### src/design/kpct_pkg.sv
// Shared types and codes for the keyed pending coalesce table.
package kpct_pkg;

    // Table geometry and key/value widths.
    localparam int TABLE_DEPTH = 32;
    localparam int KEY_BITS    = 64;
    localparam int VALUE_BITS  = 32;
    localparam int IGNORE_KEYS = 4;

    localparam logic [1:0] OP_MERGE = 2'd0;
    localparam logic [1:0] OP_FLUSH = 2'd1;
    localparam logic [1:0] OP_QUERY = 2'd2;

    localparam logic [1:0] KIND_ACK   = 2'd0;
    localparam logic [1:0] KIND_ENTRY = 2'd1;
    localparam logic [1:0] KIND_VERD  = 2'd2;
    localparam logic [1:0] KIND_EMPTY = 2'd3;

    localparam logic [1:0] MS_UPDATED  = 2'd0;
    localparam logic [1:0] MS_INSERTED = 2'd1;
    localparam logic [1:0] MS_DROPPED  = 2'd2;

    localparam logic [1:0] VD_NONE    = 2'd0;
    localparam logic [1:0] VD_MISSING = 2'd1;
    localparam logic [1:0] VD_DIFFER  = 2'd2;

    // Register indexes on the configuration port.
    localparam logic [2:0] REG_IGN_A    = 3'd0;
    localparam logic [2:0] REG_IGN_B    = 3'd1;
    localparam logic [2:0] REG_IGN_C    = 3'd2;
    localparam logic [2:0] REG_IGN_D    = 3'd3;
    localparam logic [2:0] REG_IGN_USED = 3'd4;

    localparam int MAX_FLUSH = 32;

    // Commands from the controller to the datapath.
    typedef struct packed {
        logic load;       // capture the input item
        logic scan_start; // reset the scan index
        logic scan_step;  // read slot at scan index, advance
        logic write_val;  // overwrite value at match slot
        logic append;     // write new entry at fill
        logic flush_rd;   // read oldest-side slot for flush
        logic move_step;  // move one entry toward the front
        logic flush_done; // apply fill decrease
        logic out_load;   // load result register
        logic [1:0] out_kind;
        logic out_last;
    } kpct_cmd_t;

    // Status from the datapath to the controller.
    typedef struct packed {
        logic [1:0] op;
        logic scan_end;    // scan index reached fill
        logic hit;         // a match has been found
        logic full;
        logic listed;
        logic flush_empty; // flush count is zero
        logic flush_last;  // current emitted entry is the last
        logic move_end;    // no more entries to move
        logic out_busy;    // result register still holds a transfer
    } kpct_stat_t;

endpackage

### src/design/kpct_datapath.sv
// Datapath: entry memories, scan and move counters, result register.
module kpct_datapath import kpct_pkg::*; (
    input  logic                  aclk,
    input  logic                  aresetn,
    input  kpct_cmd_t             cmd,
    output kpct_stat_t            stat,
    input  logic [1:0]            in_op,
    input  logic [KEY_BITS-1:0]   in_key,
    input  logic [VALUE_BITS-1:0] in_value,
    input  logic [5:0]            in_limit,
    input  logic [KEY_BITS-1:0]   ign_key [IGNORE_KEYS],
    input  logic [2:0]            ign_used,
    output logic                  out_valid,
    input  logic                  out_ready,
    output logic [1:0]            out_kind,
    output logic [KEY_BITS-1:0]   out_key,
    output logic [VALUE_BITS-1:0] out_value,
    output logic [1:0]            out_verdict,
    output logic [4:0]            out_slot,
    output logic [1:0]            out_status,
    output logic [5:0]            out_fill,
    output logic                  out_last
);
    localparam int IW = (TABLE_DEPTH > 1) ? $clog2(TABLE_DEPTH) : 1;
    localparam int CW = $clog2(TABLE_DEPTH + 1);

    logic [KEY_BITS-1:0]   key_mem [TABLE_DEPTH];
    logic [VALUE_BITS-1:0] val_mem [TABLE_DEPTH];

    logic [1:0]            op_reg;
    logic [KEY_BITS-1:0]   key_reg;
    logic [VALUE_BITS-1:0] value_reg;
    logic [CW-1:0]         fill_reg, idx_reg, n_reg, emit_reg, mv_reg;
    logic                  hit_reg, rd_pend_reg, listed_reg;
    logic [IW-1:0]         match_reg, rd_idx_reg;
    logic [KEY_BITS-1:0]   rd_key_reg;
    logic [VALUE_BITS-1:0] rd_val_reg;
    // Value of the matched slot, captured when the match is seen.
    logic [VALUE_BITS-1:0] val_cmp_reg;
    logic [1:0]            status_c, verdict_c;
    logic [4:0]            slot_c;
    logic                  ov_reg;

    logic                  listed_c;
    logic                  match_c;
    logic [CW-1:0]         n_c;
    logic [6:0]            lim_c;

    always_comb begin
        listed_c = 1'b0;
        for (int i = 0; i < IGNORE_KEYS; i++) begin
            if ((32'(i) < 32'(ign_used)) && ign_key[i] == in_key) begin
                listed_c = 1'b1;
            end
        end
        lim_c = (7'(in_limit) > 7'(MAX_FLUSH)) ? 7'(MAX_FLUSH) : 7'(in_limit);
        n_c = (7'(fill_reg) < lim_c) ? fill_reg : CW'(lim_c);
    end

    assign match_c = rd_pend_reg && (op_reg != OP_FLUSH) && (rd_key_reg == key_reg);

    // Memory ports: one write, one registered read each cycle.
    always_ff @(posedge aclk) begin
        if (cmd.scan_step || cmd.flush_rd) begin
            rd_key_reg <= key_mem[idx_reg[IW-1:0]];
            rd_val_reg <= val_mem[idx_reg[IW-1:0]];
        end else if (cmd.move_step) begin
            rd_key_reg <= key_mem[IW'(mv_reg + n_reg)];
            rd_val_reg <= val_mem[IW'(mv_reg + n_reg)];
        end
        if (cmd.append) begin
            key_mem[fill_reg[IW-1:0]] <= key_reg;
            val_mem[fill_reg[IW-1:0]] <= value_reg;
        end else if (cmd.write_val) begin
            val_mem[match_reg] <= value_reg;
        end else if (rd_pend_reg && op_reg == OP_FLUSH) begin
            key_mem[rd_idx_reg] <= rd_key_reg;
            val_mem[rd_idx_reg] <= rd_val_reg;
        end
    end

    always_ff @(posedge aclk) begin
        if (!aresetn) begin
            fill_reg    <= '0;
            idx_reg     <= '0;
            hit_reg     <= 1'b0;
            rd_pend_reg <= 1'b0;
            ov_reg      <= 1'b0;
            mv_reg      <= '0;
            emit_reg    <= '0;
        end else begin
            rd_pend_reg <= cmd.scan_step || cmd.move_step;
            if (cmd.load) begin
                op_reg     <= in_op;
                key_reg    <= in_key;
                value_reg  <= in_value;
                listed_reg <= listed_c;
                n_reg      <= n_c;
                emit_reg   <= '0;
                mv_reg     <= '0;
            end else begin
                if (cmd.flush_rd) emit_reg <= emit_reg + 1'b1;
                if (cmd.move_step) mv_reg <= mv_reg + 1'b1;
            end
            if (cmd.scan_start) begin
                idx_reg <= '0;
                hit_reg <= 1'b0;
            end else begin
                if (cmd.scan_step || cmd.flush_rd) idx_reg <= idx_reg + 1'b1;
                if (match_c && !hit_reg) begin
                    hit_reg     <= 1'b1;
                    match_reg   <= rd_idx_reg;
                    val_cmp_reg <= rd_val_reg;
                end
            end
            if (cmd.scan_step || cmd.flush_rd) begin
                rd_idx_reg <= idx_reg[IW-1:0];
            end else if (cmd.move_step) begin
                rd_idx_reg <= mv_reg[IW-1:0];
            end
            if (cmd.append) fill_reg <= fill_reg + 1'b1;
            else if (cmd.flush_done) fill_reg <= fill_reg - n_reg;
            if (cmd.out_load) ov_reg <= 1'b1;
            else if (out_valid && out_ready) ov_reg <= 1'b0;
        end
    end

    // Result fields beside the memory read; fill is the value after the item.
    always_ff @(posedge aclk) begin
        if (cmd.out_load) begin
            out_kind    <= cmd.out_kind;
            out_last    <= cmd.out_last;
            out_key     <= (cmd.out_kind == KIND_ENTRY) ? rd_key_reg : '0;
            out_value   <= (cmd.out_kind == KIND_ENTRY) ? rd_val_reg : '0;
            out_verdict <= (cmd.out_kind == KIND_VERD) ? verdict_c : VD_NONE;
            out_slot    <= (cmd.out_kind == KIND_VERD) ? slot_c : '0;
            out_status  <= (cmd.out_kind == KIND_ACK) ? status_c : MS_UPDATED;
            if (cmd.out_kind == KIND_ENTRY) out_fill <= 6'(fill_reg - n_reg);
            else if (cmd.append)            out_fill <= 6'(fill_reg + 1'b1);
            else                            out_fill <= 6'(fill_reg);
        end
    end

    always_comb begin
        status_c  = hit_reg ? MS_UPDATED
                  : (fill_reg < CW'(TABLE_DEPTH)) ? MS_INSERTED : MS_DROPPED;
        verdict_c = VD_NONE;
        slot_c    = '0;
        if (listed_reg) begin
            if (!hit_reg) begin
                verdict_c = VD_MISSING;
            end else if (val_cmp_reg != value_reg) begin
                verdict_c = VD_DIFFER;
                slot_c    = 5'(match_reg);
            end
        end
    end

    assign out_valid        = ov_reg;
    assign stat.op          = op_reg;
    assign stat.scan_end    = (idx_reg >= fill_reg);
    assign stat.hit         = hit_reg || match_c;
    assign stat.full        = (fill_reg >= CW'(TABLE_DEPTH));
    assign stat.listed      = listed_reg;
    assign stat.flush_empty = (n_reg == '0);
    assign stat.flush_last  = (emit_reg == n_reg);
    assign stat.move_end    = (mv_reg + n_reg >= fill_reg);
    assign stat.out_busy    = ov_reg && !out_ready;
endmodule

### config.mk
export PLATFORM = sky130hd
export DESIGN_NAME = kpct_datapath
export DESIGN_NICKNAME = d
export VERILOG_FILES = /design/src/design/kpct_pkg.sv /design/src/design/kpct_datapath.sv
export SDC_FILE = /design/constraint.sdc
export NUM_CORES = 2
export LEC_CHECK = 0
export BUFFER_PORTS_ARGS = -buffer_cell sky130_fd_sc_hd__buf_2
export CORE_MARGIN = 10
export CORE_UTILIZATION = 60
export CTS_BUF_LIST = sky130_fd_sc_hd__clkbuf_4 sky130_fd_sc_hd__clkbuf_8
export DETAILED_ROUTE_END_ITERATION = 8
export PLACE_DENSITY = 0.77
export SLEW_MARGIN = 30
export SYNTH_ARGS = -nofsm -noshare
export SYNTH_HDL_FRONTEND = slang
export SYNTH_SLANG_ARGS = --single-unit
### constraint.sdc
create_clock -name aclk -period 20.4 [get_ports aclk]
set_input_delay 6.12 -clock aclk [delete_from_list [all_inputs] [get_ports aclk]]
set_output_delay 6.12 -clock aclk [all_outputs]
set_load 0.01 [all_outputs]
==> results.md <==
* Worst R2R Path Depth at 10
* Die area at approximately 290000 sq um
* Max reg flops at ~2000
* Hold_buf cts at 0
* I/O Pins at 503
* Drt first pass iters at 8
* Number of flops mapped to enable cells by yosys at around 3400
* Die Y at 536 microns
* Crit path max fanout at 2
* Min-delay src: rd_idx_reg[1]
* Status: completed
* WL final at 504000 microns
* CTS tree: yes
* Syn nets at approximately 8000
* Vias in the first global route at around 93000
* RD Place Congestion at around 0.9
* Highest metal used: met5
* VDD IR max at 0.0000682 V
* Area leader, netlist: edfxtp_1
* Least-Margin Pin Slew at ~1.1 ns
* Area delta synth->final at 11.2%
* R2R Setup Slk at about 13 ns
* Rows at roughly 190
* Final setup viols at 0
* TritonCTS Buffers at roughly 560
* CTS root buffer: clkbuf_8
* Commonest non-fill, non-tap cell in the layout: edfxtp_1
* Met2 wire len at roughly 220000 microns
* Area contributors post-synth: edfxtp_1 (64%), mux4_2 (26%), xnor2_1 (1.1%)
* Dominant synthesized flop cell: edfxtp_1
* Share of layout cells above drive strength 1 at approximately two fifths
* Clock transition at path regs at about 0.07 ns
* Die Wd at approximately 540 microns
* Max-Cap Viols at 0
* CP Capture Type: primary output
* Clk buf depth at 4
* Final Critical Period at roughly 13 ns
* Mapped Cells at 7551
* Detailed Place HPWL at around 300000 microns
* Syn avg cell area at approximately 21 sq um
* RSZ-0062 raised after global routing: false
* Top flop regs: key_mem (2048), val_mem (1024)
* Worst path arrival time at between 6 and 7 ns
* Top cell type's share of synthesized area at between 60% and 70%
* Synth Cell Area at about 160000 sq um
* Crit Path Class: in2out
* Asr flop ratio synth at 0%
* Cell variety after synth at 57
* DR vias at 93640
* R2r endpoint: rd_key_reg[34]
* Fin Setup TNS at 0 ns
* Final instance area at 178000 sq um
* Warning count from the yosys run at 0
* Most frequent cells in the layout: edfxtp_1 (3429), mux4_2 (1830), clkbuf_8 (573)
* Worst slew margin at 24.8%
* Worst-Skew Late Latency at roughly 1.2 ns
* Post-CTS sizing at 0
* Largest Register: key_mem
* Post-synthesis register bit count at around 3500
* Total Routing Usage GR at a little over a third
* Reg area at between 100000 and 150000 sq um
* Clock sink total at about 3500
* FMAX at 78.9 MHz
* Met3 WL post-DR at slightly below 90000 microns
* Hold Crit Class: reg2reg
* Core area at 265000 sq um
* # nets final at between 8000 and 9000
* Effective utilization at floorplan at between 60% and 70%
* Hold Fails Final Rpt at 0
* Hold-critical path depth at 0
* Post-synthesis sequential area ratio at about two thirds
* First-pass GRT wire length at between 700000 and 800000 microns
* Final slew viol count at 0
* Met1 WL at around 170000 microns
* Critical Path RT at around 14 ns
* Final routed DRC violation total at 0
* Vias per cell at roughly 7.6
* Largest net degree at the start of global routing at approximately 130
* Final ANT Viol Nets at 0
* Nature of the critical path startpoint: input port
* Worst reg2reg startpoint: n_reg[1]
* Initial antenna violation count at 51
* IO Port Bufs at approximately 500
* Pwr Density at ~90 nW/um^2
* Clock skew at around 0.058 ns
* DP Area at 167000 sq um
* Leakage at around 55 nW
* Fill cells at 16389
* Final Cycle Share at 62.1%
* Multi-input logic area at between 50000 and 60000 sq um
* Setup Fix Bufs, Post-CTS at 0
* GRT overflow at 0
* DRT iter0 DRCs at 15095
* Wire per inst at 41.2 microns
* Util after Layout at 67.0%
* Worst Hold End: match_reg[1]
* H-tree depth at 6
stage by stage:
step                      hold WS [ns]  std cells  power (W)  setup slack (ns)
after floorplan                  0.435       7551    0.00954              7.95
after global routing             0.487      12233     0.0164              7.67
after detailed placement         0.464      11243     0.0102              7.71
after CTS                        0.477      12221     0.0159              7.72
after global placement           0.455      11234     0.0102              7.70
final                            0.487      12251     0.0160              7.72
layout make-up:
cell class | count | share of cell area, %
Clock inverter | 232 | 0.811
Sequential cell | 3461 | 58.3
Inverter | 63 | 0.133
Multi-Input combinational cell | 3467 | 30.4
Clock buffer | 746 | 5.17
Timing Repair Buffer | 725 | 2.62
Antenna cell | 24 | 0.0338
Tap cell | 3533 | 2.49
logic make-up after synthesis:
| family | after synthesis | synth area share, % |
|---|---|---|
| buf+inv | 623 | 1.75 |
| flops | 3461 | 64.9 |
| fa+ha+maj | 34 | 0.276 |
| compound gates | 463 | 1.95 |
| mux | 2087 | 27.5 |
| simple gates | 539 | 1.80 |
| xor+xnor | 344 | 1.89 |
where the power goes:
group          switching (W)  leakage, nW  total (W)  internal (W)
Clock                0.00282         5.62    0.00585       0.00303
Combinational        0.00111         18.1    0.00195      0.000839
Sequential          0.000123         31.5    0.00818       0.00805
Yosys cell counts (all sizes together) (5+ instances only):
library cell and instances:
mux4 1830, buf 261, nor2b 72, nor2 131, a21o 6, xor2 138, edfxtp 3429, nand3 13
o22ai 113, inv 63, a2111oi 31, o21a 7, o2bb2ai 6, nand2 53, o21ai 21, nand4 65
nor3 22, a31oi 5, a221oi 9, ha 32, o22a 5, mux2i 160, a211oi 91, nand2b 15
and2 106, clkbuf 299, a22oi 5, a21oi 116, or3 5, nor4 46, dfxtp 32, mux2 97
xnor2 206, a211o 31, or2 5
worst max-delay path by stage:
| stage | from | end | slack (ns) | depth (start not counted) |
|---|---|---|---|---|
| 6_report | out_ready | stat[0] | 7.72 | 3 |
| 3_5_place_dp | out_ready | stat[0] | 7.71 | 3 |
| 2_1_floorplan | out_ready | stat[0] | 7.95 | 1 |
| 4_1_cts | out_ready | stat[0] | 7.72 | 3 |
| 3_3_place_gp | out_ready | stat[0] | 7.70 | 3 |
| 5_1_grt | out_ready | stat[0] | 7.67 | 3 |
per-layer routing:
layer	vias up	track usage, %
met4	34	16.0
li1	34414	-
met5	-	0
met2	8905	49.5
met3	1478	15.1
met1	48809	46.9
worst max-delay path: stages:
cell and delay (ns):
buf_2 0.10, nor2b_1 0.17, buf_2 0.17
No activity file was read; power rests on OpenSTA's default activity.
