[config.mk]
export PLATFORM = sky130hd
export DESIGN_NAME = kpct_ctrl
export DESIGN_NICKNAME = d
export VERILOG_FILES = /design/src/design/kpct_pkg.sv /design/src/design/kpct_ctrl.sv
export SDC_FILE = /design/constraint.sdc
export NUM_CORES = 1
export LEC_CHECK = 0
export BUFFER_PORTS_ARGS = -buffer_cell sky130_fd_sc_hd__buf_2
export CAP_MARGIN = 30
export CORE_AREA = 4 4 42 44
export CTS_BUF_LIST = sky130_fd_sc_hd__clkbuf_4
export DETAILED_ROUTE_END_ITERATION = 16
export DIE_AREA = 0 0 46 48
export PLACE_DENSITY = 0.82
export SYNTH_ARGS = -nofsm -noshare
export SYNTH_HDL_FRONTEND = slang
export SYNTH_SLANG_ARGS = --single-unit
[constraint.sdc]
create_clock -name aclk -period 4.6 [get_ports aclk]
set_input_delay 0.23 -clock aclk [delete_from_list [all_inputs] [get_ports aclk]]
set_output_delay 0.23 -clock aclk [all_outputs]
set_load 0.05 [all_outputs]
[src/design/kpct_pkg.sv]
// Shared types and codes for the keyed pending coalesce table.
package kpct_pkg;

    // Table geometry and key/value widths.
    localparam int TABLE_DEPTH = 32;
    localparam int KEY_BITS    = 64;
    localparam int VALUE_BITS  = 32;
    localparam int IGNORE_KEYS = 4;

    localparam logic [1:0] OP_MERGE = 2'd0;
    localparam logic [1:0] OP_FLUSH = 2'd1;
    localparam logic [1:0] OP_QUERY = 2'd2;

    localparam logic [1:0] KIND_ACK   = 2'd0;
    localparam logic [1:0] KIND_ENTRY = 2'd1;
    localparam logic [1:0] KIND_VERD  = 2'd2;
    localparam logic [1:0] KIND_EMPTY = 2'd3;

    localparam logic [1:0] MS_UPDATED  = 2'd0;
    localparam logic [1:0] MS_INSERTED = 2'd1;
    localparam logic [1:0] MS_DROPPED  = 2'd2;

    localparam logic [1:0] VD_NONE    = 2'd0;
    localparam logic [1:0] VD_MISSING = 2'd1;
    localparam logic [1:0] VD_DIFFER  = 2'd2;

    // Register indexes on the configuration port.
    localparam logic [2:0] REG_IGN_A    = 3'd0;
    localparam logic [2:0] REG_IGN_B    = 3'd1;
    localparam logic [2:0] REG_IGN_C    = 3'd2;
    localparam logic [2:0] REG_IGN_D    = 3'd3;
    localparam logic [2:0] REG_IGN_USED = 3'd4;

    localparam int MAX_FLUSH = 32;

    // Commands from the controller to the datapath.
    typedef struct packed {
        logic load;       // capture the input item
        logic scan_start; // reset the scan index
        logic scan_step;  // read slot at scan index, advance
        logic write_val;  // overwrite value at match slot
        logic append;     // write new entry at fill
        logic flush_rd;   // read oldest-side slot for flush
        logic move_step;  // move one entry toward the front
        logic flush_done; // apply fill decrease
        logic out_load;   // load result register
        logic [1:0] out_kind;
        logic out_last;
    } kpct_cmd_t;

    // Status from the datapath to the controller.
    typedef struct packed {
        logic [1:0] op;
        logic scan_end;    // scan index reached fill
        logic hit;         // a match has been found
        logic full;
        logic listed;
        logic flush_empty; // flush count is zero
        logic flush_last;  // current emitted entry is the last
        logic move_end;    // no more entries to move
        logic out_busy;    // result register still holds a transfer
    } kpct_stat_t;

endpackage

[src/design/kpct_ctrl.sv]
// Controller: sequences scan, update, flush and result transfers.
module kpct_ctrl import kpct_pkg::*; (
    input  logic       aclk,
    input  logic       aresetn,
    input  logic       in_valid,
    output logic       in_ready,
    input  kpct_stat_t stat,
    output kpct_cmd_t  cmd
);
    typedef enum logic [7:0] {
        ST_IDLE  = 8'b00000001,
        ST_DEC   = 8'b00000010,
        ST_SCAN  = 8'b00000100,
        ST_DRAIN = 8'b00001000,
        ST_RES   = 8'b00010000,
        ST_FRD   = 8'b00100000,
        ST_FOUT  = 8'b01000000,
        ST_MOVE  = 8'b10000000
    } state_t;

    state_t state_reg, state_next;

    always_ff @(posedge aclk) begin
        if (!aresetn) state_reg <= ST_IDLE;
        else          state_reg <= state_next;
    end

    assign in_ready = (state_reg == ST_IDLE);

    always_comb begin
        state_next = state_reg;
        cmd = '0;
        unique case (state_reg)
            ST_IDLE: begin
                if (in_valid) begin
                    cmd.load       = 1'b1;
                    cmd.scan_start = 1'b1;
                    state_next     = ST_DEC;
                end
            end
            ST_DEC: begin
                priority if (stat.op == OP_FLUSH) begin
                    state_next = stat.flush_empty ? ST_RES : ST_FRD;
                end else if (stat.op == OP_MERGE || stat.op == OP_QUERY) begin
                    state_next = ST_SCAN;
                end else begin
                    state_next = ST_IDLE;
                end
            end
            ST_SCAN: begin
                if (stat.hit || stat.scan_end) state_next = ST_DRAIN;
                else cmd.scan_step = 1'b1;
            end
            ST_DRAIN: begin
                state_next = ST_RES;
            end
            ST_RES: begin
                if (!stat.out_busy) begin
                    cmd.out_load = 1'b1;
                    cmd.out_last = 1'b1;
                    state_next   = ST_IDLE;
                    priority if (stat.op == OP_FLUSH) begin
                        cmd.out_kind = KIND_EMPTY;
                    end else if (stat.op == OP_QUERY) begin
                        cmd.out_kind = KIND_VERD;
                    end else begin
                        cmd.out_kind = KIND_ACK;
                        if (stat.hit)       cmd.write_val = 1'b1;
                        else if (!stat.full) cmd.append   = 1'b1;
                    end
                end
            end
            ST_FRD: begin
                cmd.flush_rd = 1'b1;
                state_next   = ST_FOUT;
            end
            ST_FOUT: begin
                if (!stat.out_busy) begin
                    cmd.out_load = 1'b1;
                    cmd.out_kind = KIND_ENTRY;
                    if (stat.flush_last) begin
                        cmd.out_last = 1'b1;
                        state_next   = ST_MOVE;
                    end else begin
                        state_next = ST_FRD;
                    end
                end
            end
            ST_MOVE: begin
                if (stat.move_end) begin
                    cmd.flush_done = 1'b1;
                    state_next     = ST_IDLE;
                end else begin
                    cmd.move_step = 1'b1;
                end
            end
            default: state_next = ST_IDLE;
        endcase
    end
endmodule
==> results of run 1 <==
==> cell type report <==
cell class | count | area (um^2) | share of cell area [%]
multi-input cells | 69 | 512 | 58.9
inverters | 9 | 33.8 | 3.89
well taps | 16 | 20.0 | 2.31
clock buffers | 3 | 22.5 | 2.59
repair buffers | 24 | 120 | 13.8
flip-flops and latches | 8 | 160 | 18.4
==> power by group <==
part	switching [mW]	internal, mW
clock network	0.0247	0.0299
registers	0.00386	0.0714
logic	0.0317	0.0170
==> worst max path at each step <==
| stage | from | to | slack [ps] | cells after the start |
|---|---|---|---|---|
| floorplan | state_reg[0] | state_reg[6] | 2210 | 4 |
| global route | state_reg[0] | cmd[7] | 2230 | 5 |
| CTS | state_reg[0] | cmd[7] | 2330 | 5 |
| finish | state_reg[0] | cmd[7] | 2330 | 5 |
| global placement | state_reg[0] | cmd[7] | 2620 | 5 |
| detailed placement | state_reg[0] | cmd[7] | 2610 | 5 |
==> metal layers <==
| metal | vias to the layer above | global-route usage, % | routed length, um |
|---|---|---|---|
| met1 | 317 | 20.3 | 770 |
| met4 | 0 | 14.8 | 44 |
| met5 | - | 0 | 0 |
| li1 | 376 | - | - |
| met3 | 4 | 1.50 | 73 |
| met2 | 19 | 26.6 | 753 |
==> synthesized netlist by cell type, drive strengths merged (2+ instances only) <==
cell    instances  area [um^2]
and3            2         12.5
inv             9         33.8
nor2            9         33.8
dfxtp           8          160
nor4            2         42.5
nor3b           4         30.0
ha              4         50.1
o21ai           5         25.0
nand4b          6         58.8
o21a            2         15.0
and2            2         12.5
a21boi          3         22.5
nand2           5         18.8
nor3            7         40.0
buf             2         18.8
a32oi           2         17.5
xor2            2         17.5
==> through the flow <==
| step | util (%) | hold slack [ps] | std cells | setup WS (ps) | power (mW) |
|---|---|---|---|---|---|
| 5_1_grt | 60.5 | 243 | 129 | 2230 | 0.187 |
| 2_1_floorplan | - | 348 | 88 | 2210 | 0.112 |
| 4_1_cts | 60.5 | 223 | 129 | 2330 | 0.179 |
| 6_report | 60.5 | 222 | 129 | 2330 | 0.179 |
| 3_3_place_gp | 58.9 | 482 | 126 | 2620 | 0.124 |
| 3_5_place_dp | 58.9 | 483 | 126 | 2610 | 0.125 |
==> cell families (layout without fill, tap and decap cells) <==
| group | Yosys count | in the layout | synth area share, % |
|---|---|---|---|
| AND/OR/NAND/NOR | 45 | 45 | 42.7 |
| AO/OA/AOI/OAI | 17 | 17 | 17.4 |
| buffers and inverters | 11 | 36 | 7.25 |
| flip-flops | 8 | 8 | 22.1 |
| adder cells (fa/ha/maj) | 4 | 4 | 6.91 |
| XOR/XNOR | 3 | 3 | 3.63 |
==> metrics, run 1 <==
status=completed; Layout fillers=approximately 140; row cnt=14; Worst path max stage delay=around 470 ps; PortBufs=24; Clock Latency Late Sink=between 200 and 300 ps; post-CTS resize count=0; Critical Path Sink Type=primary output; Area Overhead vs Synth=19.9%; Fin. Hold Viols=0; Hold Startpoint=in_valid; drt via density=between 5 and 6; number of routed nets with antenna violations=0; via count=716; post-synth net total=roughly 110; antenna cells=0; crit-path cells=nor4_4 > nand4b_1 > or3_1 > nor3_2 > buf_2; commonest non-fill, non-tap cell in the layout=buf_2; DRC=0; root buffer cell=clkbuf_4; number of distinct library cells after synthesis=36; maximum clock rate=0.441 GHz; CTS tree=yes; Worst Tran Pin Value=around 420 ps; Worst Skew=about 3 ps; RR Startpoint=state_reg[0]; Die H=roughly 48 um; Placement Cell Area=roughly 850 um^2; first-pass GRT wire length=~2600 um; GRT overflow=0; hold buffer count at CTS=0; Ports=26; vias in the first global route=approximately 630; Avg WL per Cell=12.7 um; WP buf/inv=1; Fin Setup TNS=0 ps; DR pass1 iterations=4; WL final=about 1600 um; number of flip-flops in the largest register=8; slowest CP cell=nor4_4; fin crit share=between 40 and 50%; Seq/Total Area, Yosys=around 22%; critical path type=reg2out; path depth of the worst reg2reg path=4; initial antenna violation count=0; reg2reg end=state_reg[0]; Top FF cell, synth=dfxtp_1; hold path endpoint=state_reg[1]; CTS Buffer Depth=2; fin area=868 um^2; synthesis-stage register bit count=8; PwrDens=a little over 200 nW/um^2; static leakage=~0.43 nW; CP top delay family=simple AND/OR/NAND/NOR gates; commonest non-fill, non-tap cells in the layout=24 x buf_2, 9 x inv_1, 9 x nor2_1; endpoints failing setup=0; Async SR Flop Fraction=0%; htree depth=1; GPL Wtd Cong=0.779; CTS Buf Count=3; All-Layer GR Usage=approximately 17%; worst rel slew slack=roughly 72%; Core Box Area=about 1400 um^2; layout cell share with drive strength beyond 1=between 20 and 30%; post-CTS setup buffer count=0; Num Clock Sinks=8; Die Width=~46 um; Final nets=132; Final min period=around 2300 ps; Avg Cell Area, Syn=slightly above 8 um^2; Req. time, crit path=4370 ps; hold-critical path depth=2; max-cap violations=0; initial DRC count=11; die area=about 2200 um^2; RSZ-0062 raised after global routing=no; HP Class=in2reg; r2r setup slk=approximately 3000 ps; Synth warnings=0; Post-synth EDFFs=0; crit path DAT=2040 ps; detailed placement HPWL=between 1000 and 1500 um; synthesized area=approximately 720 um^2; final slew viol count=0; Clock transition at path regs=roughly 50 ps; cells after synthesis=88; initial core utilization=50.4%; CP max FO=6; largest net degree at the start of global routing=11; Worst VDD drop=0.151 mV; crit start category=flip-flop
Note: power is estimated with default switching activity, not from simulation.
==> inputs of run 2 (changes only) <==
--- a/config.mk
+++ b/config.mk
@@ -7,11 +7,11 @@
 export LEC_CHECK = 0
 export BUFFER_PORTS_ARGS = -buffer_cell sky130_fd_sc_hd__buf_2
 export CAP_MARGIN = 30
-export CORE_AREA = 4 4 42 44
+export CORE_AREA = 4 4 44 46
 export CTS_BUF_LIST = sky130_fd_sc_hd__clkbuf_4
 export DETAILED_ROUTE_END_ITERATION = 16
-export DIE_AREA = 0 0 46 48
-export PLACE_DENSITY = 0.82
+export DIE_AREA = 0 0 48 50
+export PLACE_DENSITY = 0.75
 export SYNTH_ARGS = -nofsm -noshare
 export SYNTH_HDL_FRONTEND = slang
 export SYNTH_SLANG_ARGS = --single-unit
==> constraint.sdc (replaced) <==
create_clock -name aclk -period 2.3 [get_ports aclk]
set_input_delay 0.115 -clock aclk [delete_from_list [all_inputs] [get_ports aclk]]
set_output_delay 0.115 -clock aclk [all_outputs]
set_load 0.05 [all_outputs]
==> metrics, run 2 (same netlist as run 1, synthesis figures left out) <==
drt via density=around 5.8; All-Layer GR Usage=between 10% and 20%; number of flip-flops in the largest register=8; CP max FO=7; layout cell share with drive strength beyond 1=29.8%; DR pass1 iterations=4; static leakage=about 0.43 nW; htree depth=1; Worst path max stage delay=490 ps; post-CTS setup buffer count=0; Worst Tran Pin Value=roughly 430 ps; initial antenna violation count=0; number of routed nets with antenna violations=0; Hold Startpoint=in_valid; largest net degree at the start of global routing=11; path depth of the worst reg2reg path=5; crit path DAT=~1900 ps; initial core utilization=~48%; hold buffer count at CTS=0; Final min period=around 2000 ps; GRT overflow=0; detailed placement HPWL=about 1400 um; maximum clock rate=0.492 GHz; DRC=0; CTS tree=yes; antenna cells=0; slack of the critical path=267 ps; crit start category=flip-flop; post-CTS resize count=0; Worst Skew=about 0.34 ps; PwrDens=roughly 410 nW/um^2; Layout fillers=between 100 and 150; WL final=between 1500 and 2000 um; vias in the first global route=~740; slowest CP cell=dfxtp_1; max-cap violations=0; Clock transition at path regs=50 ps; critical path type=reg2out; first-pass GRT wire length=a little under 3000 um; Die Width=approximately 48 um; Worst VDD drop=0.290 mV; status=completed; Final nets=approximately 130; hold path endpoint=state_reg[1]; initial DRC count=10; Clock Latency Late Sink=between 200 and 300 ps; CTS Buf Count=3; worst hold slack=115 ps; Req. time, crit path=2180 ps; crit-path cells=nor2b_1 > nand4b_1 > or3_1 > nor3_2 > buf_2; r2r setup slk=approximately 640 ps; Fin. Hold Viols=0; GPL Wtd Cong=about 0.85; hold-critical path depth=2; via count=between 700 and 800; commonest non-fill, non-tap cell in the layout=buf_2; Num Clock Sinks=8; Die H=about 50 um; RSZ-0062 raised after global routing=no; CP top delay family=simple AND/OR/NAND/NOR gates; PortBufs=24; Area Overhead vs Synth=21.6%; worst rel slew slack=71.5%; root buffer cell=clkbuf_4; die area=~2400 um^2; reg2reg end=state_reg[0]; Critical Path Sink Type=primary output; Post-Place Setup Slack=roughly 520 ps; final slew viol count=0; endpoints failing setup=0; fin crit share=88.4%; commonest non-fill, non-tap cells in the layout=24 x buf_2, 9 x inv_1, 9 x nor2_1; HP Class=in2reg; RR Startpoint=state_reg[0]; Ports=26; row cnt=14; Core Box Area=1510 um^2; Avg WL per Cell=13.1 um; CTS Buffer Depth=2; WP buf/inv=1
run 2: cell count changes in the layout (fill, tap and decap cells not counted), sizes merged:
| cell | delta |
|---|---|
| buf | +1 |
run 2: worst max path at each step:
stage	start	end	cells past startpoint
after floorplan	state_reg[3]	state_reg[2]	4
after global routing	state_reg[4]	cmd[8]	5
after global placement	state_reg[3]	cmd[7]	5
after CTS	state_reg[4]	cmd[7]	5
final	state_reg[4]	cmd[7]	5
after detailed placement	state_reg[4]	cmd[7]	5
run 2: final cells by class:
type	count	area, um^2	area share [%]
well taps	16	20.0	2.27
inverters	9	33.8	3.84
multi-input cells	69	517	58.7
repair buffers	25	128	14.5
flip-flops and latches	8	160	18.2
clock buffers	3	22.5	2.56
run 2: routing by layer:
metal	vias to the layer above	wire, um	GRT usage, %	part of all wire, %
met1	348	722	21.9	42
met4	0	62	12.1	3.6
met2	22	841	24.9	49
met5	-	0	0	0
li1	375	-	-	-
met3	5	74	1.09	4.4
run 2: through the flow:
stage	setup TNS, ps	std cells	util (%)	total power [mW]	area (um^2)
global route	0	130	58.5	0.389	881
finish	0	130	58.5	0.358	881
floorplan	-4.29	88	-	0.224	729
CTS	0	130	58.5	0.362	881
global placement	0	127	57.0	0.254	858
detailed placement	0	127	57.0	0.256	858
run 2: where the power goes:
| group | internal, mW | total [mW] | switching, mW | leakage (nW) |
|---|---|---|---|---|
| Clock | 0.0594 | 0.104 | 0.0443 | 0.0138 |
| Sequential | 0.143 | 0.151 | 0.00777 | 0.0649 |
| Combinational | 0.0369 | 0.103 | 0.0663 | 0.353 |
| Total | 0.239 | 0.358 | 0.118 | 0.432 |
==> inputs of run 3 (changes only) <==
--- a/config.mk
+++ b/config.mk
@@ -12,6 +12,7 @@
 export DETAILED_ROUTE_END_ITERATION = 16
 export DIE_AREA = 0 0 48 50
 export PLACE_DENSITY = 0.75
+export REMOVE_ABC_BUFFERS = 1
 export SYNTH_ARGS = -nofsm -noshare
 export SYNTH_HDL_FRONTEND = slang
 export SYNTH_SLANG_ARGS = --single-unit
==> metrics, run 3 (same netlist as run 1, synthesis figures left out) <==
Layout fillers=150; Clock transition at path regs=50 ps; CTS Buf Count=3; via count=761; max-cap violations=0; commonest non-fill, non-tap cells in the layout=24 x buf_2, 9 x inv_1, 9 x nor2_1; worst rel slew slack=about three quarters; path depth of the worst reg2reg path=5; Clock Latency Late Sink=between 200 and 300 ps; DR pass1 iterations=4; root buffer cell=clkbuf_4; r2r setup slk=550 ps; die area=2400 um^2; commonest non-fill, non-tap cell in the layout=buf_2; slowest CP cell=dfxtp_1; WL final=roughly 1800 um; Final min period=between 2000 and 2500 ps; initial core utilization=about 48%; GPL Wtd Cong=approximately 0.80; layout cell share with drive strength beyond 1=29.6%; GRT overflow=0; post-CTS resize count=0; number of flip-flops in the largest register=8; row cnt=14; sequential power share=between 40% and 50%; crit path DAT=around 2000 ps; Critical Path Sink Type=primary output; Worst VDD drop=around 0.28 mV; endpoints failing setup=0; cell internal pwr=240 uW; Logic pwr share=between 20% and 30%; critical path type=reg2out; drt via density=about 5.8; HP Class=in2reg; vias in the first global route=668; crit start category=flip-flop; CP top delay family=simple AND/OR/NAND/NOR gates; PortBufs=24; Avg WL per Cell=13.4 um; hold-critical path depth=2; antenna cells=0; Num Clock Sinks=8; Sw Ratio=about 34%; PwrDens=between 400 and 500 nW/um^2; slack of the critical path=202 ps; RSZ-0062 raised after global routing=no; Die Width=approximately 48 um; Final Instance Count excl. Fillers=around 130; Area Overhead vs Synth=21.9%; crit-path cells=nor4_4 > nand4b_1 > or3_1 > nor3_2 > buf_2; Levels on crit path=5; final slew viol count=0; Die H=about 50 um; Fin. Hold Viols=0; CTS tree=yes; Worst Skew=between 0.7 and 0.8 ps; Ports=26; placed cell count=about 130; Switch Pwr=roughly 120 uW; initial antenna violation count=0; number of routed nets with antenna violations=0; Worst Tran Pin Value=about 400 ps; initial DRC count=26; CTS Buffer Depth=2; Final nets=between 100 and 150; largest net degree at the start of global routing=11; All-Layer GR Usage=15.5%; Req. time, crit path=about 2200 ps; Clock power frac=29.3%; htree depth=1; static leakage=about 0.44 nW; Core Box Area=between 1500 and 2000 um^2; WP buf/inv=1; DRC=0; Post-Place Setup Slack=between 400 and 500 ps; fin crit share=between 90% and 100%; detailed placement HPWL=roughly 1400 um; Worst path max stage delay=about 380 ps; CP max FO=8; maximum clock rate=around 0.48 GHz; first-pass GRT wire length=roughly 2800 um; status=completed
==> run 3: cell count changes in the layout (fill, tap and decap cells not counted), sizes merged <==
cell	change
buf	+1
==> run 3: final timing paths <==
path / start / to
hold / removal: in_valid / state_reg[1]
setup / recovery: state_reg[2] / cmd[7]
setup reg to reg: state_reg[2] / state_reg[0]
hold reg to reg: state_reg[2] / state_reg[3]
==> run 3: stage by stage <==
step | area [um^2] | hold slack [ps] | TNS (ps) | power, mW | util, %
CTS | 868 | 125 | 0 | 0.358 | 57.6
floorplan | 706 | 233 | -85.8 | 0.221 | -
global route | 883 | 132 | 0 | 0.378 | 58.6
detailed placement | 846 | 383 | 0 | 0.252 | 56.1
finish | 883 | 127 | 0 | 0.361 | 58.6
global placement | 846 | 373 | 0 | 0.250 | 56.1
==> run 3: timing repair <==
action | in CTS | in global routing
hold buffers | 0 | 0
buffers inserted | 0 | 2
setup endpoints to repair | 0 | 2
==> run 3: layer usage <==
metal  wire length (um)  global-route usage [%]  vias up
met4                 29                    6.73        0
li1                   -                       -      378
met5                  0                       0        -
met1                716                    19.7      352
met2                909                    25.6       27
met3                 97                    1.09        4
==> run 3: worst reg2reg max path: stages, from the launching register on <==
cell and delay, ps:
dfxtp_1 380, nor4_4 380, buf_4 180, nand4b_2 150, and2_0 210, a221o_1 330
==> run 3: area by class of cell <==
class | count | area (um^2) | share of cell area, %
well taps | 16 | 20.0 | 2.27
inverters | 9 | 33.8 | 3.82
flip-flops and latches | 8 | 160 | 18.1
repair buffers | 26 | 135 | 15.3
multi-input cells | 69 | 512 | 57.9
clock buffers | 3 | 22.5 | 2.55
==> run 3: power by group through the flow <==
stage | Clock (mW) | Sequential, mW | Combinational, mW
floorplan | 0 | 0.152 | 0.0687
global placement | 0 | 0.153 | 0.0969
detailed placement | 0 | 0.153 | 0.0994
CTS | 0.109 | 0.150 | 0.0996
global route | 0.114 | 0.152 | 0.112
finish | 0.106 | 0.150 | 0.105
